## src/rtl/lcs_pkg.sv

```systemverilog
// shared types and constants for the lane center steering block
// request and response words of the shared divider; no dependencies
package lcs_pkg;

  localparam int DIVIDEND_W = 23;
  localparam int DIVISOR_W  = 8;

  typedef struct packed {
    logic                  start;
    logic [DIVIDEND_W-1:0] dividend;
    logic [DIVISOR_W-1:0]  divisor;
  } div_req_t;

  typedef struct packed {
    logic                  done;
    logic [DIVIDEND_W-1:0] quotient;
  } div_rsp_t;

endpackage

```

## src/rtl/lcs_if.sv

```systemverilog
// valid/ready channel interfaces for pixel words and result words
// no dependencies
interface lcs_in_if;
  logic       valid;
  logic       ready;
  logic [7:0] pixel;
  logic [6:0] col;
  logic [5:0] row;
  logic       end_of_frame;

  modport source (output valid, pixel, col, row, end_of_frame, input ready);
  modport sink   (input valid, pixel, col, row, end_of_frame, output ready);
endinterface

interface lcs_out_if;
  logic               valid;
  logic               ready;
  logic signed [15:0] steering;
  logic [14:0]        throttle;
  logic [6:0]         lower_mid;
  logic [6:0]         upper_mid;

  modport source (output valid, steering, throttle, lower_mid, upper_mid, input ready);
  modport sink   (input valid, steering, throttle, lower_mid, upper_mid, output ready);
endinterface

```

## src/rtl/lcs_div.sv

```systemverilog
// restoring unsigned divider, one quotient bit per cycle
// depends on lcs_pkg for the request and response words
module lcs_div (
  input  logic              clk,
  input  logic              rst_n,
  input  lcs_pkg::div_req_t req,
  output lcs_pkg::div_rsp_t rsp
);
  import lcs_pkg::*;

  localparam int CNT_W = $clog2(DIVIDEND_W + 1);

  logic                  busy_r;
  logic                  done_r;
  logic [CNT_W-1:0]      cnt_r;
  logic [DIVISOR_W-1:0]  rem_r;
  logic [DIVIDEND_W-1:0] quo_r;
  logic [DIVISOR_W-1:0]  dsr_r;

  logic [DIVISOR_W:0]    trial;
  logic                  ge;
  logic [DIVISOR_W:0]    diff;
  logic [DIVISOR_W-1:0]  rem_nxt;

  always_comb begin
    trial   = {rem_r, quo_r[DIVIDEND_W-1]};
    ge      = trial >= {1'b0, dsr_r};
    diff    = trial - {1'b0, dsr_r};
    // for a nonzero divisor the remainder stays below it, so it fits the divisor width
    rem_nxt = ge ? diff[DIVISOR_W-1:0] : trial[DIVISOR_W-1:0];
  end

  always_ff @(posedge clk) begin
    if (!rst_n) begin
      busy_r <= 1'b0;
      done_r <= 1'b0;
      cnt_r  <= '0;
    end else begin
      done_r <= 1'b0;
      if (req.start) begin
        busy_r <= 1'b1;
        cnt_r  <= CNT_W'(DIVIDEND_W);
        rem_r  <= '0;
        quo_r  <= req.dividend;
        dsr_r  <= req.divisor;
      end else if (busy_r) begin
        rem_r <= rem_nxt;
        quo_r <= {quo_r[DIVIDEND_W-2:0], ge};
        cnt_r <= cnt_r - CNT_W'(1);
        if (cnt_r == CNT_W'(1)) begin
          busy_r <= 1'b0;
          done_r <= 1'b1;
        end
      end
    end
  end

  assign rsp.done     = done_r;
  assign rsp.quotient = quo_r;

endmodule

```

## src/rtl/lane_center_steering.sv

```systemverilog
// lane center steering: non-final pixel words are taken back to back while idle;
// the end-of-frame word runs the shared divider three times (lower mid, upper mid,
// steering, with a gain multiply step before the last), so its result becomes valid
// after the steering division and pixel input resumes then, later while the
// previous result word is still held
// synchronous active-low reset loads register defaults and clears all counters
module lane_center_steering #(
  parameter int MAX_WIDTH  = 128,
  parameter int MAX_HEIGHT = 64
) (
  input  logic        clk,
  input  logic        rst_n,
  lcs_in_if.sink      in_if,
  lcs_out_if.source   out_if,
  input  logic        psel,
  input  logic        penable,
  input  logic        pwrite,
  input  logic [4:0]  paddr,
  input  logic [31:0] pwdata,
  output logic [31:0] prdata,
  output logic        pready
);
  import lcs_pkg::*;

  localparam logic [2:0] REG_IMAGE_WIDTH  = 3'd0;
  localparam logic [2:0] REG_IMAGE_HEIGHT = 3'd1;
  localparam logic [2:0] REG_STEER_GAIN   = 3'd2;
  localparam logic [2:0] REG_LOST_LIMIT   = 3'd3;
  localparam logic [2:0] REG_CRUISE       = 3'd4;
  localparam logic [2:0] REG_SEARCH_STEER = 3'd5;

  localparam int         W_CLIP   = (MAX_WIDTH < 255) ? MAX_WIDTH : 255;
  localparam int         H_CLIP   = (MAX_HEIGHT < 127) ? MAX_HEIGHT : 127;
  localparam logic [7:0] W_CLIP_V = 8'(W_CLIP);
  localparam logic [6:0] H_CLIP_V = 7'(H_CLIP);

  typedef enum logic [2:0] {S_IDLE, S_LO, S_UP, S_MUL, S_ST, S_OUT} state_t;

  // configuration registers
  logic [7:0]  image_width_r;
  logic [6:0]  image_height_r;
  logic [7:0]  steer_gain_r;
  logic [9:0]  lost_limit_r;
  logic [14:0] cruise_r;
  logic [6:0]  search_r;

  logic cfg_wr;
  assign cfg_wr = psel && penable && pwrite;
  assign pready = 1'b1;

  always_ff @(posedge clk) begin
    if (!rst_n) begin
      image_width_r  <= 8'd80;
      image_height_r <= 7'd20;
      steer_gain_r   <= 8'd50;
      lost_limit_r   <= 10'd500;
      cruise_r       <= 15'd3000;
      search_r       <= 7'd40;
    end else if (cfg_wr) begin
      unique case (paddr[4:2])
        REG_IMAGE_WIDTH:  image_width_r  <= pwdata[7:0];
        REG_IMAGE_HEIGHT: image_height_r <= pwdata[6:0];
        REG_STEER_GAIN:   steer_gain_r   <= pwdata[7:0];
        REG_LOST_LIMIT:   lost_limit_r   <= pwdata[9:0];
        REG_CRUISE:       cruise_r       <= pwdata[14:0];
        REG_SEARCH_STEER: search_r       <= pwdata[6:0];
        default: ;
      endcase
    end
  end

  always_comb begin
    unique case (paddr[4:2])
      REG_IMAGE_WIDTH:  prdata = {24'd0, image_width_r};
      REG_IMAGE_HEIGHT: prdata = {25'd0, image_height_r};
      REG_STEER_GAIN:   prdata = {24'd0, steer_gain_r};
      REG_LOST_LIMIT:   prdata = {22'd0, lost_limit_r};
      REG_CRUISE:       prdata = {17'd0, cruise_r};
      REG_SEARCH_STEER: prdata = {25'd0, search_r};
      default:          prdata = 32'd0;
    endcase
  end

  // sequencer state
  state_t             state_r;
  logic [13:0]        lo_sum_r, up_sum_r;
  logic [7:0]         lo_cnt_r, up_cnt_r;
  logic               last_pos_r;
  logic [9:0]         lost_r;
  logic [6:0]         lower_mid_r, upper_mid_r;
  logic [15:0]        prod_r;
  logic               neg_r;
  logic               start_r;
  logic signed [15:0] res_steer_r;
  logic [14:0]        res_thr_r;
  logic               out_valid_r;
  logic signed [15:0] out_steer_r;
  logic [14:0]        out_thr_r;
  logic [6:0]         out_lower_r, out_upper_r;

  div_req_t div_req;
  div_rsp_t div_rsp;

  lcs_div u_div (
    .clk   (clk),
    .rst_n (rst_n),
    .req   (div_req),
    .rsp   (div_rsp)
  );

  // frame geometry
  logic [7:0] eff_w;
  logic [6:0] eff_h;
  logic [8:0] h3;
  logic [6:0] lower_row, upper_row;
  logic       edge_hit, hit_lo, hit_up;
  logic [14:0] lo_add, up_add;

  always_comb begin
    eff_w     = (image_width_r > W_CLIP_V) ? W_CLIP_V : image_width_r;
    eff_h     = (image_height_r > H_CLIP_V) ? H_CLIP_V : image_height_r;
    h3        = {2'b0, eff_h} + {1'b0, eff_h, 1'b0};
    lower_row = h3[8:2];
    upper_row = {2'b0, eff_h[6:2]};
    edge_hit  = (in_if.pixel != 8'd0) && ({1'b0, in_if.col} < eff_w);
    hit_lo    = edge_hit && ({1'b0, in_if.row} == lower_row);
    hit_up    = edge_hit && ({1'b0, in_if.row} == upper_row);
    lo_add    = {1'b0, lo_sum_r} + {8'd0, in_if.col};
    up_add    = {1'b0, up_sum_r} + {8'd0, in_if.col};
  end

  // divider operands follow the phase that issues the start
  always_comb begin
    div_req.start = start_r;
    unique case (state_r)
      S_LO: begin
        div_req.dividend = {9'd0, lo_sum_r};
        div_req.divisor  = lo_cnt_r;
      end
      S_UP: begin
        div_req.dividend = {9'd0, up_sum_r};
        div_req.divisor  = up_cnt_r;
      end
      default: begin
        div_req.dividend = {prod_r, 7'd0};
        div_req.divisor  = eff_w;
      end
    endcase
  end

  // lane offset 2*lower - width as magnitude and sign
  logic signed [9:0] offs;
  logic [9:0]        offs_mag;
  logic [6:0]        quo_mid;
  always_comb begin
    offs     = $signed({2'b0, lower_mid_r, 1'b0}) - $signed({2'b0, eff_w});
    offs_mag = offs[9] ? 10'(-offs) : 10'(offs);
    quo_mid  = (div_rsp.quotient > 23'd127) ? 7'd127 : div_rsp.quotient[6:0];
  end

  // final decision once the steering quotient is in
  logic signed [15:0] prop;
  logic signed [15:0] search_val;
  logic [10:0]        lost_inc;
  logic [10:0]        lost_hold;
  logic signed [15:0] dec_steer;
  logic [14:0]        dec_thr;
  logic [9:0]         dec_lost;
  always_comb begin
    if (eff_w == 8'd0) begin
      prop = 16'sd0;
    end else if (neg_r) begin
      prop = (div_rsp.quotient >= 23'd32768) ? -16'sd32768
           : $signed(16'(~{1'b0, div_rsp.quotient[14:0]} + 16'd1));
    end else begin
      prop = (div_rsp.quotient > 23'd32767) ? 16'sd32767
           : $signed({1'b0, div_rsp.quotient[14:0]});
    end
    search_val = last_pos_r ? $signed({1'b0, search_r, 8'd0})
                            : $signed(16'(~{1'b0, search_r, 8'd0} + 16'd1));
    lost_inc  = {1'b0, lost_r} + 11'd1;
    lost_hold = {1'b0, lost_limit_r} + 11'd1;
    if (lower_mid_r != 7'd0) begin
      dec_steer = prop;
      dec_thr   = cruise_r;
      dec_lost  = 10'd0;
    end else if (lost_inc > {1'b0, lost_limit_r}) begin
      dec_steer = prop;
      dec_thr   = 15'd0;
      dec_lost  = lost_hold[10] ? 10'h3ff : lost_hold[9:0];
    end else begin
      dec_steer = search_val;
      dec_thr   = cruise_r;
      dec_lost  = lost_inc[9:0];
    end
  end

  logic in_acc, out_free;
  assign in_if.ready = (state_r == S_IDLE);
  assign in_acc      = in_if.valid && in_if.ready;
  assign out_free    = !out_valid_r || out_if.ready;

  always_ff @(posedge clk) begin
    if (!rst_n) begin
      state_r     <= S_IDLE;
      lo_sum_r    <= '0;
      lo_cnt_r    <= '0;
      up_sum_r    <= '0;
      up_cnt_r    <= '0;
      last_pos_r  <= 1'b0;
      lost_r      <= '0;
      start_r     <= 1'b0;
      out_valid_r <= 1'b0;
    end else begin
      start_r <= 1'b0;
      if (out_valid_r && out_if.ready) begin
        out_valid_r <= 1'b0;
      end
      unique case (state_r)
        S_IDLE: begin
          if (in_acc) begin
            if (hit_lo) begin
              lo_sum_r <= lo_add[14] ? 14'h3fff : lo_add[13:0];
              lo_cnt_r <= (lo_cnt_r == 8'hff) ? lo_cnt_r : lo_cnt_r + 8'd1;
            end
            if (hit_up) begin
              up_sum_r <= up_add[14] ? 14'h3fff : up_add[13:0];
              up_cnt_r <= (up_cnt_r == 8'hff) ? up_cnt_r : up_cnt_r + 8'd1;
            end
            if (in_if.end_of_frame) begin
              start_r <= 1'b1;
              state_r <= S_LO;
            end
          end
        end
        S_LO: begin
          if (div_rsp.done) begin
            lower_mid_r <= (lo_sum_r == 14'd0 || lo_cnt_r == 8'd0) ? 7'd0 : quo_mid;
            start_r     <= 1'b1;
            state_r     <= S_UP;
          end
        end
        S_UP: begin
          if (div_rsp.done) begin
            upper_mid_r <= (up_sum_r == 14'd0 || up_cnt_r == 8'd0) ? 7'd0 : quo_mid;
            state_r     <= S_MUL;
          end
        end
        S_MUL: begin
          prod_r  <= offs_mag[7:0] * steer_gain_r;
          neg_r   <= offs[9];
          start_r <= 1'b1;
          state_r <= S_ST;
        end
        S_ST: begin
          if (div_rsp.done) begin
            res_steer_r <= dec_steer;
            res_thr_r   <= dec_thr;
            lost_r      <= dec_lost;
            if (lower_mid_r != 7'd0 && upper_mid_r != 7'd0) begin
              last_pos_r <= upper_mid_r > lower_mid_r;
            end
            lo_sum_r <= '0;
            lo_cnt_r <= '0;
            up_sum_r <= '0;
            up_cnt_r <= '0;
            state_r  <= S_OUT;
          end
        end
        S_OUT: begin
          if (out_free) begin
            out_valid_r <= 1'b1;
            out_steer_r <= res_steer_r;
            out_thr_r   <= res_thr_r;
            out_lower_r <= lower_mid_r;
            out_upper_r <= upper_mid_r;
            state_r     <= S_IDLE;
          end
        end
        default: state_r <= S_IDLE;
      endcase
    end
  end

  assign out_if.valid     = out_valid_r;
  assign out_if.steering  = out_steer_r;
  assign out_if.throttle  = out_thr_r;
  assign out_if.lower_mid = out_lower_r;
  assign out_if.upper_mid = out_upper_r;

`ifndef SYNTHESIS
  a_ready_idle: assert property (@(posedge clk) disable iff (!rst_n)
    in_if.ready |-> state_r == S_IDLE)
    else $error("pixel input open while sequencer busy");

  a_eof_start: assert property (@(posedge clk) disable iff (!rst_n)
    in_acc && in_if.end_of_frame |=> state_r == S_LO && div_req.start)
    else $error("end of frame did not start the lower mid division");

  a_done_phase: assert property (@(posedge clk) disable iff (!rst_n)
    div_rsp.done |-> state_r == S_LO || state_r == S_UP || state_r == S_ST)
    else $error("divider finished outside a division phase");

  a_acc_cleared: assert property (@(posedge clk) disable iff (!rst_n)
    state_r == S_OUT |-> lo_sum_r == 14'd0 && lo_cnt_r == 8'd0
                         && up_sum_r == 14'd0 && up_cnt_r == 8'd0)
    else $error("accumulators not cleared before result hand-off");
`endif

endmodule

```

## src/flat_wrapper.sv

```systemverilog
// flat-port wrapper written by rule: the top's interface ports become plain ports
module lane_center_steering_flat import lcs_pkg::*;
#(
  parameter int MAX_WIDTH  = 128,
  parameter int MAX_HEIGHT = 64
)
  (clk, rst_n, psel, penable, pwrite, paddr, pwdata, prdata, pready, in_if_valid, in_if_pixel, in_if_col, in_if_row, in_if_end_of_frame, in_if_ready, out_if_valid, out_if_steering, out_if_throttle, out_if_lower_mid, out_if_upper_mid, out_if_ready);
  lcs_in_if in_if_i ();
  lcs_out_if out_if_i ();
  input  logic clk;
  input  logic rst_n;
  input  logic psel;
  input  logic penable;
  input  logic pwrite;
  input  logic [4:0] paddr;
  input  logic [31:0] pwdata;
  output logic [31:0] prdata;
  output logic pready;
  input wire logic [$bits(in_if_i.valid)-1:0] in_if_valid;
  input wire logic [$bits(in_if_i.pixel)-1:0] in_if_pixel;
  input wire logic [$bits(in_if_i.col)-1:0] in_if_col;
  input wire logic [$bits(in_if_i.row)-1:0] in_if_row;
  input wire logic [$bits(in_if_i.end_of_frame)-1:0] in_if_end_of_frame;
  output wire logic [$bits(in_if_i.ready)-1:0] in_if_ready;
  output wire logic [$bits(out_if_i.valid)-1:0] out_if_valid;
  output wire logic [$bits(out_if_i.steering)-1:0] out_if_steering;
  output wire logic [$bits(out_if_i.throttle)-1:0] out_if_throttle;
  output wire logic [$bits(out_if_i.lower_mid)-1:0] out_if_lower_mid;
  output wire logic [$bits(out_if_i.upper_mid)-1:0] out_if_upper_mid;
  input wire logic [$bits(out_if_i.ready)-1:0] out_if_ready;
  assign in_if_i.valid = in_if_valid;
  assign in_if_i.pixel = in_if_pixel;
  assign in_if_i.col = in_if_col;
  assign in_if_i.row = in_if_row;
  assign in_if_i.end_of_frame = in_if_end_of_frame;
  assign in_if_ready = in_if_i.ready;
  assign out_if_valid = out_if_i.valid;
  assign out_if_steering = out_if_i.steering;
  assign out_if_throttle = out_if_i.throttle;
  assign out_if_lower_mid = out_if_i.lower_mid;
  assign out_if_upper_mid = out_if_i.upper_mid;
  assign out_if_i.ready = out_if_ready;
  lane_center_steering #(.MAX_WIDTH(MAX_WIDTH), .MAX_HEIGHT(MAX_HEIGHT)) u_core (.clk(clk), .rst_n(rst_n), .in_if(in_if_i), .out_if(out_if_i), .psel(psel), .penable(penable), .pwrite(pwrite), .paddr(paddr), .pwdata(pwdata), .prdata(prdata), .pready(pready));
endmodule
```

## config.mk

```make
export PLATFORM = sky130hd
export DESIGN_NAME = lane_center_steering_flat
export DESIGN_NICKNAME = d
export VERILOG_FILES = /design/src/rtl/lcs_pkg.sv /design/src/rtl/lcs_if.sv /design/src/rtl/lcs_div.sv /design/src/rtl/lane_center_steering.sv /design/src/flat_wrapper.sv
export SDC_FILE = /design/constraint.sdc
export NUM_CORES = 1
export LEC_CHECK = 0
export BUFFER_PORTS_ARGS = -buffer_cell sky130_fd_sc_hd__buf_2
export CAP_MARGIN = 5
export CORE_ASPECT_RATIO = 0.6
export CORE_MARGIN = 3
export CORE_UTILIZATION = 55
export CTS_CLUSTER_DIAMETER = 150
export CTS_CLUSTER_SIZE = 28
export DETAILED_ROUTE_END_ITERATION = 6
export GPL_TIMING_DRIVEN = 1
export PLACE_DENSITY = 0.74
export SLEW_MARGIN = 20
export SYNTH_ARGS = -nofsm -noshare
export SYNTH_HDL_FRONTEND = slang
export SYNTH_HIERARCHICAL = 1
export SYNTH_SLANG_ARGS = --single-unit
```

## constraint.sdc

```tcl
create_clock -name clk -period 9.1 [get_ports clk]
set_input_delay 0.91 -clock clk [delete_from_list [all_inputs] [get_ports clk]]
set_output_delay 0.91 -clock clk [all_outputs]
set_load 0.05 [all_outputs]
```

Word level (Yosys, flattened, before mapping). Cells that the tools add are included. W data, S select, Z words.

Bits in registers: 268. Latch bits: 0. Bits in writable memories: 0. Memory bits (read-only): 0. Memories kept: 0.

Add/sub/neg operators: 13. $mul: 1. Div/mod/pow operators: 0. Magnitude comparators: 9. Eq/ne operators: 25. Shifts and indexed selects: 0. Mux-type cells: 60. Bitwise logic cells: 4. Reduce and logical (&&, ||, !) cells: 46.

Operators with widths (count): $mux W14 (7); $mux W16 (6); $pmux W15 S6 (1); $mux W8 (11); $pmux W31 S2 (1); $pmux W14 S2 (2); $mux W23 (2); $mux W15 (3); $add A16 B1 Y16 const B (2); $not A15 Y16 (2); $pmux W8 S2 (2); $add A14 B7 Y15 (2); $mux W10 (3); $logic_not A14 Y1 (2); $logic_not A8 Y1 (3); $ge A23 B16 Y1 const B (1); $gt A23 B15 Y1 const B (1); $gt A23 B7 Y1 const B (1); $add A10 B1 Y11 const B (2); $reduce_and A2 Y1 (10); $mux W3 (6); $ne A2 B2 Y1 const B (9); $pmux W3 S6 (1); $add A8 B1 Y8 const B (2); other kinds (38) (76).

Logic depth before layout (Yosys ltp). Gate-level depths: netlist (run 1).

Depth after elaboration: 8. Gate-level depth with buffers: 29. Gate-level depth less buffers: 29.

Cells and area by module. The synthesis (run 1) kept the hierarchy.

Modules (own cells, without submodules): lane_center_steering (instances 1, cells an instance 1578, area each 14585.2 µm², sequential area each 5515.3 µm²); lcs_div (instances 1, cells an instance 179, area each 2379.8 µm², sequential area each 1311.3 µm²).

Worst setup path after synthesis (run 1). Ideal clock, no wire load.

Kind: register to register. From: reg u_core.image_width_r[7]. To: reg u_core.prod_r[15], data pin. Library setup time: 260 ps. Data arrival time: 6041 ps. Required time: 8840 ps. Setup slack: 2799 ps. Cell stages (with the launch flop): 26. Path buffers: 0. Clock period less this slack: 6301 ps. Cell sequence: dfxtp_1 > clkinv_1 > nand2_1 > ha_1 > nor2b_1 > o21a_1 > o21ai_0 > a21oi_1 > o21ai_1 > nor3b_1 > xnor2_1 > and2_1 > fa_1 > fa_1 > inv_1 > fa_1 > fa_1 > inv_1 > ha_1 > o21ai_0 > nand2b_1 > a21o_1 > a31o_2 > and4_1 > o31a_1 > xnor2_1.

Longest elaborated chain between the ends: 6.

Ends and longest elaborated chain: start: declaration (line lane_center_steering.sv:40) `logic [7:0] image_width_r;`; start signal: assignment (line lane_center_steering.sv:61) `REG_IMAGE_WIDTH: image_width_r <= pwdata[7:0];`; $gt A8 B8 Y1 (line lane_center_steering.sv:120) `eff_w = (image_width_r > W_CLIP_V) ? W_CLIP_V : image_width_r;`; $mux W8 * (line lane_center_steering.sv:120); $sub A8 B8 Y9 * (line lane_center_steering.sv:156) `offs = $signed({2'b0, lower_mid_r, 1'b0}) - $signed({2'b0, eff_w});`; $neg A8 Y8 (line lane_center_steering.sv:157) `offs_mag = offs[9] ? 10'(-offs) : 10'(offs);`; $mux W8 * (line lane_center_steering.sv:157); $mul A8 B8 Y16 * (line lane_center_steering.sv:250) `prod_r <= offs_mag[7:0] * steer_gain_r;`; end signal: assignment (line lane_center_steering.sv:250); end: declaration (line lane_center_steering.sv:91) `logic [15:0] prod_r;`.

Every way passes the cells marked *; elsewhere a longest branch is shown, timed or not. A chain may end at the register's enable or synchronous reset.

Worst setup path in the final report (run 1). Ends and elaborated chain as after synthesis.

==> results of run 1 <==
## routing by layer
metal  vias to the layer above  part of all wire, %  GRT usage (%)
met5                         -                    0              0
met2                       697                   39           36.1
met4                         0                  1.6           5.34
met3                        52                   13           8.06
li1                       6366                    -              -
met1                      6591                   46           42.6
## kinds of logic after synthesis
kind of cell | Yosys count
simple gates | 638
compound gates | 330
flops | 268
buf+inv | 211
fa+ha+maj | 145
mux | 86
xor+xnor | 77
other cells | 2
## cells in the final DEF (no fill, tap or decap), types with 6 or more instances in the layout
cell and count:
a211o_1 6, a211oi_1 16, a21o_1 13, a21oi_1 94, a221oi_1 7, a22o_1 9
a22oi_1 14, a31oi_1 11, and2_1 63, and3_1 22, buf_2 108, buf_4 17
clkbuf_1 6, clkbuf_16 13, conb_1 18, dfxtp_1 122, edfxtp_1 146, fa_1 41
ha_1 104, inv_1 117, mux2_2 29, mux2i_1 55, nand2_1 178, nand2b_1 18
nand3_1 66, nand4_1 20, nor2_1 120, nor2b_1 37, nor3_1 41, nor4_1 15
o211ai_1 15, o21a_1 17, o21ai_0 46, o31ai_1 12, or3_1 8, or4_1 9
xnor2_1 45, xor2_1 32
## report_power, final
group / switching (mW) / internal (mW) / leakage, nW
Combinational: 0.178 / 0.103 / 4.80
Clock: 0.385 / 0.274 / 0.174
Sequential: 0.0193 / 1.29 / 2.32
Total: 0.582 / 1.66 / 7.29
## per-stage QoR
step	util [%]	setup slack [ns]	power, mW	area [um^2]	std cells
2_1_floorplan	-	2.80	1.54	17000	1773
3_3_place_gp	58.8	1.86	1.60	17700	2214
3_5_place_dp	58.8	1.72	1.61	17700	2214
4_1_cts	60.0	1.65	2.25	18100	2234
5_1_grt	60.0	1.26	2.33	18100	2234
6_report	60.0	1.60	2.24	18100	2234
## cell type report
cell class,count,area (um^2)
sequential,268,6830
inverter,119,447
clock buffer,19,348
tap,408,510
multi-input combinational,1294,9290
timing repair buffer,125,668
clock inverter,1,16.3
fill,2574,12100
## synth_stat cells (37+ instances only)
cell type  count
xnor2_1       45
dfxtp_1      122
nand3_1       66
nor2b_1       37
mux2i_1       55
inv_1        117
nor3_1        41
clkbuf_1      59
nor2_1       122
o21ai_0       46
and2_1        63
fa_1          41
ha_1         104
edfxtp_1     146
a21oi_1       94
nand2_1      178
## worst max-delay path: cells and delay by family, from the launching register on
| kind | cells | cell delay [ns] |
|---|---|---|
| flip-flops | 1 | 0.46 |
| buffers and inverters | 5 | 0.57 |
| AO/OA/AOI/OAI | 8 | 1.55 |
| AND/OR/NAND/NOR | 6 | 1.19 |
| adder cells (fa/ha/maj) | 6 | 2.67 |
| XOR/XNOR | 2 | 0.81 |
## path summary, 6_finish.rpt
kind	depth (start not counted)	start	to
max	27	u_core/image_width_r[7]	u_core/prod_r[15]
min	0	u_core/res_steer_r[9]	u_core/out_if.steering[9]
max reg2reg	27	u_core/image_width_r[7]	u_core/prod_r[15]
min reg2reg	0	u_core/res_steer_r[9]	u_core/out_if.steering[9]
## registers in the layout, indices dropped and copies added (netlist names), 8 cells and up
signal and cells:
u_core/u_div/quo_r 23, u_core/out_if.steering 16, u_core/prod_r 16, u_core/res_steer_r 16
u_core/cruise_r 15, u_core/out_if.throttle 15, u_core/res_thr_r 15, u_core/lo_sum_r 14
u_core/up_sum_r 14, u_core/lost_limit_r 10, u_core/lost_r 10, u_core/image_width_r 8
u_core/lo_cnt_r 8, u_core/steer_gain_r 8, u_core/u_div/dsr_r 8, u_core/u_div/rem_r 8
u_core/up_cnt_r 8
==> results_dict.tcl, run 1 <==
set metrics [dict create \
    netlist-cell-type-count 101 \
    slowest_delay_ns 0.69 \
    worst_pin_slew_ns 1.06 \
    grt_max_degree 62 \
    yosys.area_share.simple_pct 18.9 \
    antenna_found_initial 1 \
    io_pins 146 \
    period_share_pct 82.5 \
    cts_tree "yes" \
    worst_setup_path_start_kind "flop" \
    synth.top_cell.area_share_pct 25.8 \
    grt.total_usage_pct 26.9 \
    cts.reportedPaths.clkPinSlew_ns 0.11 \
    clockBufferDepth 3 \
    fmax_mhz 133 \
    via_per_inst 6.14 \
    die_area_um2 33100 \
    cp.required_ns 9.36 \
    drt_iter0_markers 1516 \
    yosys.area.top_type "edfxtp_1" \
    crit_arrival_ns 7.77 \
    synth_area_um2 17000 \
    slew_headroom_pct 28.8 \
    drc_errors 0 \
    cp-end-kind "flop" \
    crit_fanout 9 \
    cts.sinks 268 \
    chipWidth_um 233 \
    gp_congestion 0.936 \
    status "completed" \
    synth.mux.area_fraction_pct 5.44 \
    synth_top_family_by_area "simple AND/OR/NAND/NOR gates" \
    row_count 49 \
    slowest_stage "xnor2_1" \
    synth-xor-area-share_pct 3.98 \
    wire_per_inst_um 20.2 \
    htreeDepth 1 \
    min_period_ns 7.50 \
    tns_ns 0 \
    ant_nets 0 \
    rsz0062_at_grt "no" \
    core_area_um2 30200 \
    vdd_ir_drop_max_mv 0.105 \
    grt_first_pass_wirelength_mm 70.0 \
    ctsHoldBuffers 0 \
    area_growth_pct 6.73 \
    path_class "reg -> reg" \
    synth_edf_count 146 \
    ys_async_sr_fraction_pct 0 \
    fin_nets 2032 \
    worstSkewPairLatency_ns 0.50 \
    yosys-top-cells-area "edfxtp_1 (26%), dfxtp_1 (14%), ha_1 (7.7%), fa_1 (4.8%), nand2_1 (3.9%)" \
    avgSynthCellArea_um2 9.66 \
    dp.final_hpwl_mm 34.4 \
    die_h_um 142 \
    cts_root_buf "clkbuf_16" \
    antenna_cells 0 \
    yosysWarningCount 6 \
    skew_ns 0.0281 \
    synth_seq_cells 268 \
    num_vias 13700 \
    cts.repair.resized 0 \
    drt-pass1-iter-count 6 \
    start_util_pct 56.2 \
    postSynthCellCount 1757 \
    drv_cap 0 \
    synth-compound-area-share_pct 13.5 \
    synth_flop_cell "edfxtp_1" \
    cts_made_buffers 13 \
    hold_path_class "reg -> reg" \
    synth_fa_ha_area_share_pct 12.5 \
    drive_above_1_share_pct 11.4 \
    slew_viol_final 0 \
    overflow 0 \
    finalHoldViolCount 0 \
    post_cts_buffers 0 \
    ys_seq_area_share_pct 40.2 \
    rrSetupSlack_ns 1.60 \
    drt_wl_total_mm 45.1 \
    power-per-cell-area_nw_per_um2 124 \
    setup_viol 0 \
    grt_pass1_vias 12500 \
    portBuffers 108 \
    power.leakage_nw 7.29 \
    whs_ns 0.429 \
]
Power figures use the tool's default switching activity.
==> run 2, diff against run 1 <==
ABC_AREA = 1   (was not set)
PLACE_DENSITY = 0.77   (was 0.74)
clock period = 6.8 ns   (was 9.1 ns; I/O delays follow)
==> run 2 against run 1 <==
Compared with the run above:
- clock power is 38% higher
- hold slack worse by 0.045 ns
- clock skew is 0.0043 ns higher
- sequential share of layout area is 1.2 points lower
- largest power group unchanged
==> results_dict.tcl, run 2 <==
set metrics [dict create \
    nFillCells 2651 \
    drive_above_1_share_pct 9.95 \
    drv_cap 0 \
    clockBufferDepth 3 \
    ys_seq_area_share_pct 39.7 \
    holdCritStartpoint "pwdata[8]" \
    crit_arrival_ns 6.78 \
    area_growth_pct 8.80 \
    min_period_ns 6.50 \
    power-per-cell-area_nw_per_um2 234 \
    slowest_delay_ns 0.52 \
    drc_errors 0 \
    drt-pass1-iter-count 7 \
    r2r-start "u_core/image_width_r[2]" \
    num_vias 15600 \
    cts_tree "yes" \
    antenna_found_initial 1 \
    cts.reportedPaths.clkPinSlew_ns 0.12 \
    yosys.area.top_type "edfxtp_1" \
    overflow 0 \
    grt_pass1_vias 13800 \
    period_share_pct 95.5 \
    synth.top_cell.area_share_pct 25.5 \
    combPwrFrac_pct 34.4 \
    synth_seq_cells 268 \
    grt_first_pass_wirelength_mm 75.1 \
    portBuffers 108 \
    netlist-cell-type-count 56 \
    cts.sinks 268 \
    fin_nets 2475 \
    synth_flop_cell "edfxtp_1" \
    p_clk_share_pct 20.8 \
    yosys-top-cells-area "edfxtp_1 (25%), dfxtp_1 (14%), nand2_1 (9.5%), ha_1 (7.6%), inv_1 (6.5%)" \
    path_class "reg -> reg" \
    die_area_um2 33500 \
    cts_root_buf "clkbuf_16" \
    status "completed" \
    slew_viol_final 0 \
    antenna_cells 0 \
    intPower_mw 2.68 \
    synth_edf_count 146 \
    swShare_pct 38.8 \
    yosysWarningCount 6 \
    worstSkewPairLatency_ns 0.53 \
    worst_setup_path_start_kind "flop" \
    finalHoldViolCount 0 \
    slew_headroom_pct 32.8 \
    rsz0062_at_grt "no" \
    worst_pin_slew_ns 1.01 \
    seqPwrFrac_pct 44.8 \
    dp_cells 2650 \
    vdd_ir_drop_max_mv 0.170 \
    cts_made_buffers 13 \
    crit_fanout 6 \
    fin_cells 2679 \
    chipWidth_um 234 \
    grt_max_degree 58 \
    cp.required_ns 7.08 \
    regMostFlops "u_core/u_div/quo_r" \
    via_per_inst 5.82 \
    row_count 49 \
    dp.final_hpwl_mm 37.4 \
    power.leakage_nw 8.41 \
    preCtsSetupSlack_ns -0.170 \
    drt_wl_total_mm 49.1 \
    ys_async_sr_fraction_pct 0 \
    io_pins 146 \
    synth_common_cells "nand2_1 (436), inv_1 (300), nor2_1 (234)" \
    core_area_um2 30300 \
    setup_viol 0 \
    mostFrequentLayoutCell "nand2_1" \
    hold_path_class "in -> reg" \
    htreeDepth 1 \
    fmax_mhz 154 \
    gp_congestion 1.00 \
    postSynthCellCount 2163 \
    largest_register_ffs 23 \
    synth_area_um2 17200 \
    setup_ws_ns 0.303 \
    skew_ns 0.0324 \
    avgSynthCellArea_um2 7.95 \
    wire_per_inst_um 18.3 \
    grt.total_usage_pct 28.6 \
    ant_nets 0 \
    die_h_um 143 \
    critPathLaunch "u_core/image_width_r[2]" \
    slowest_stage "fa_1" \
    ctsHoldBuffers 0 \
    fin_util_pct 61.7 \
    cp-end-kind "flop" \
    layout_common_cells "nand2_1 (432), inv_1 (298), nor2_1 (230)" \
    start_util_pct 56.7 \
    drt_iter0_markers 2032 \
    net-switching-power_mw 1.70 \
    post-synth-top-count-cell "nand2_1" \
]
==> run 2: per-stage QoR <==
| stage | instance area, um^2 | total power [mW] | setup TNS, ns | hold WS (ns) |
|---|---|---|---|---|
| 4_1_cts | 18600 | 4.31 | 0 | 0.377 |
| 2_1_floorplan | 17300 | 3.07 | 0 | 0.400 |
| 5_1_grt | 18700 | 4.62 | 0 | 0.398 |
| 3_3_place_gp | 18200 | 3.38 | 0 | 0.401 |
| 3_5_place_dp | 18200 | 3.42 | -0.177 | 0.405 |
| 6_report | 18700 | 4.38 | 0 | 0.384 |
==> run 2: final cells by class <==
cell class              instances  area (um^2)  area share, %
well taps                     408          510           2.73
repair buffers                144          831           4.44
flip-flops and latches        268         6830           36.5
clock buffers                  20          352           1.88
clock inverters                 2         25.0          0.134
inverters                     318         1190           6.38
multi-input cells            1519         8980           48.0
==> run 2: kinds of logic after synthesis <==
| group | count (synthesis) | synth area share [%] |
|---|---|---|
| flops | 268 | 39.7 |
| fa+ha+maj | 145 | 12.3 |
| simple gates | 938 | 23.5 |
| xor+xnor | 68 | 3.59 |
| other cells | 2 | 0.0436 |
| buf+inv | 392 | 9.22 |
| compound gates | 350 | 11.6 |
==> run 2: power groups by stage <==
stage	logic, mW	registers [mW]	clock network, mW
detailed placement	1.43	1.99	0
CTS	1.44	1.95	0.920
floorplan	1.06	2.01	0
finish	1.51	1.96	0.912
global placement	1.39	1.99	0
global route	1.67	1.97	0.979
==> run 2: worst paths after layout <==
path                                    end  slack (ns)  cells past startpoint
setup reg to reg          u_core/prod_r[14]        0.30                     35
hold / removal           u_core/cruise_r[8]        0.38                      3
hold reg to reg   u_core/out_if.steering[4]        0.43                      0
setup / recovery          u_core/prod_r[14]        0.30                     35
==> run 2: layer usage <==
layer  global-route usage (%)  vias up  wire length [um]
li1                         -     7339                 -
met1                     44.6     7219             21700
met2                     37.9      924             19200
met3                     9.49      107              7010
met4                     6.59        4              1130
met5                        0        -                22
==> run 2: timing repair <==
item,4_1_cts,5_1_grt
pin swaps,1,19
resized for setup,1,31
setup buffers,2,4
setup endpoints to repair,2,4
==> run 2: worst max-delay path, delay by kind of cell, from the launching register on <==
| family | cells | cell delay [ns] |
|---|---|---|
| AO/OA/AOI/OAI | 7 | 1.11 |
| adder cells (fa/ha/maj) | 6 | 2.61 |
| buffers and inverters | 5 | 0.49 |
| AND/OR/NAND/NOR | 15 | 1.39 |
| flip-flops | 1 | 0.33 |
| XOR/XNOR | 2 | 0.32 |
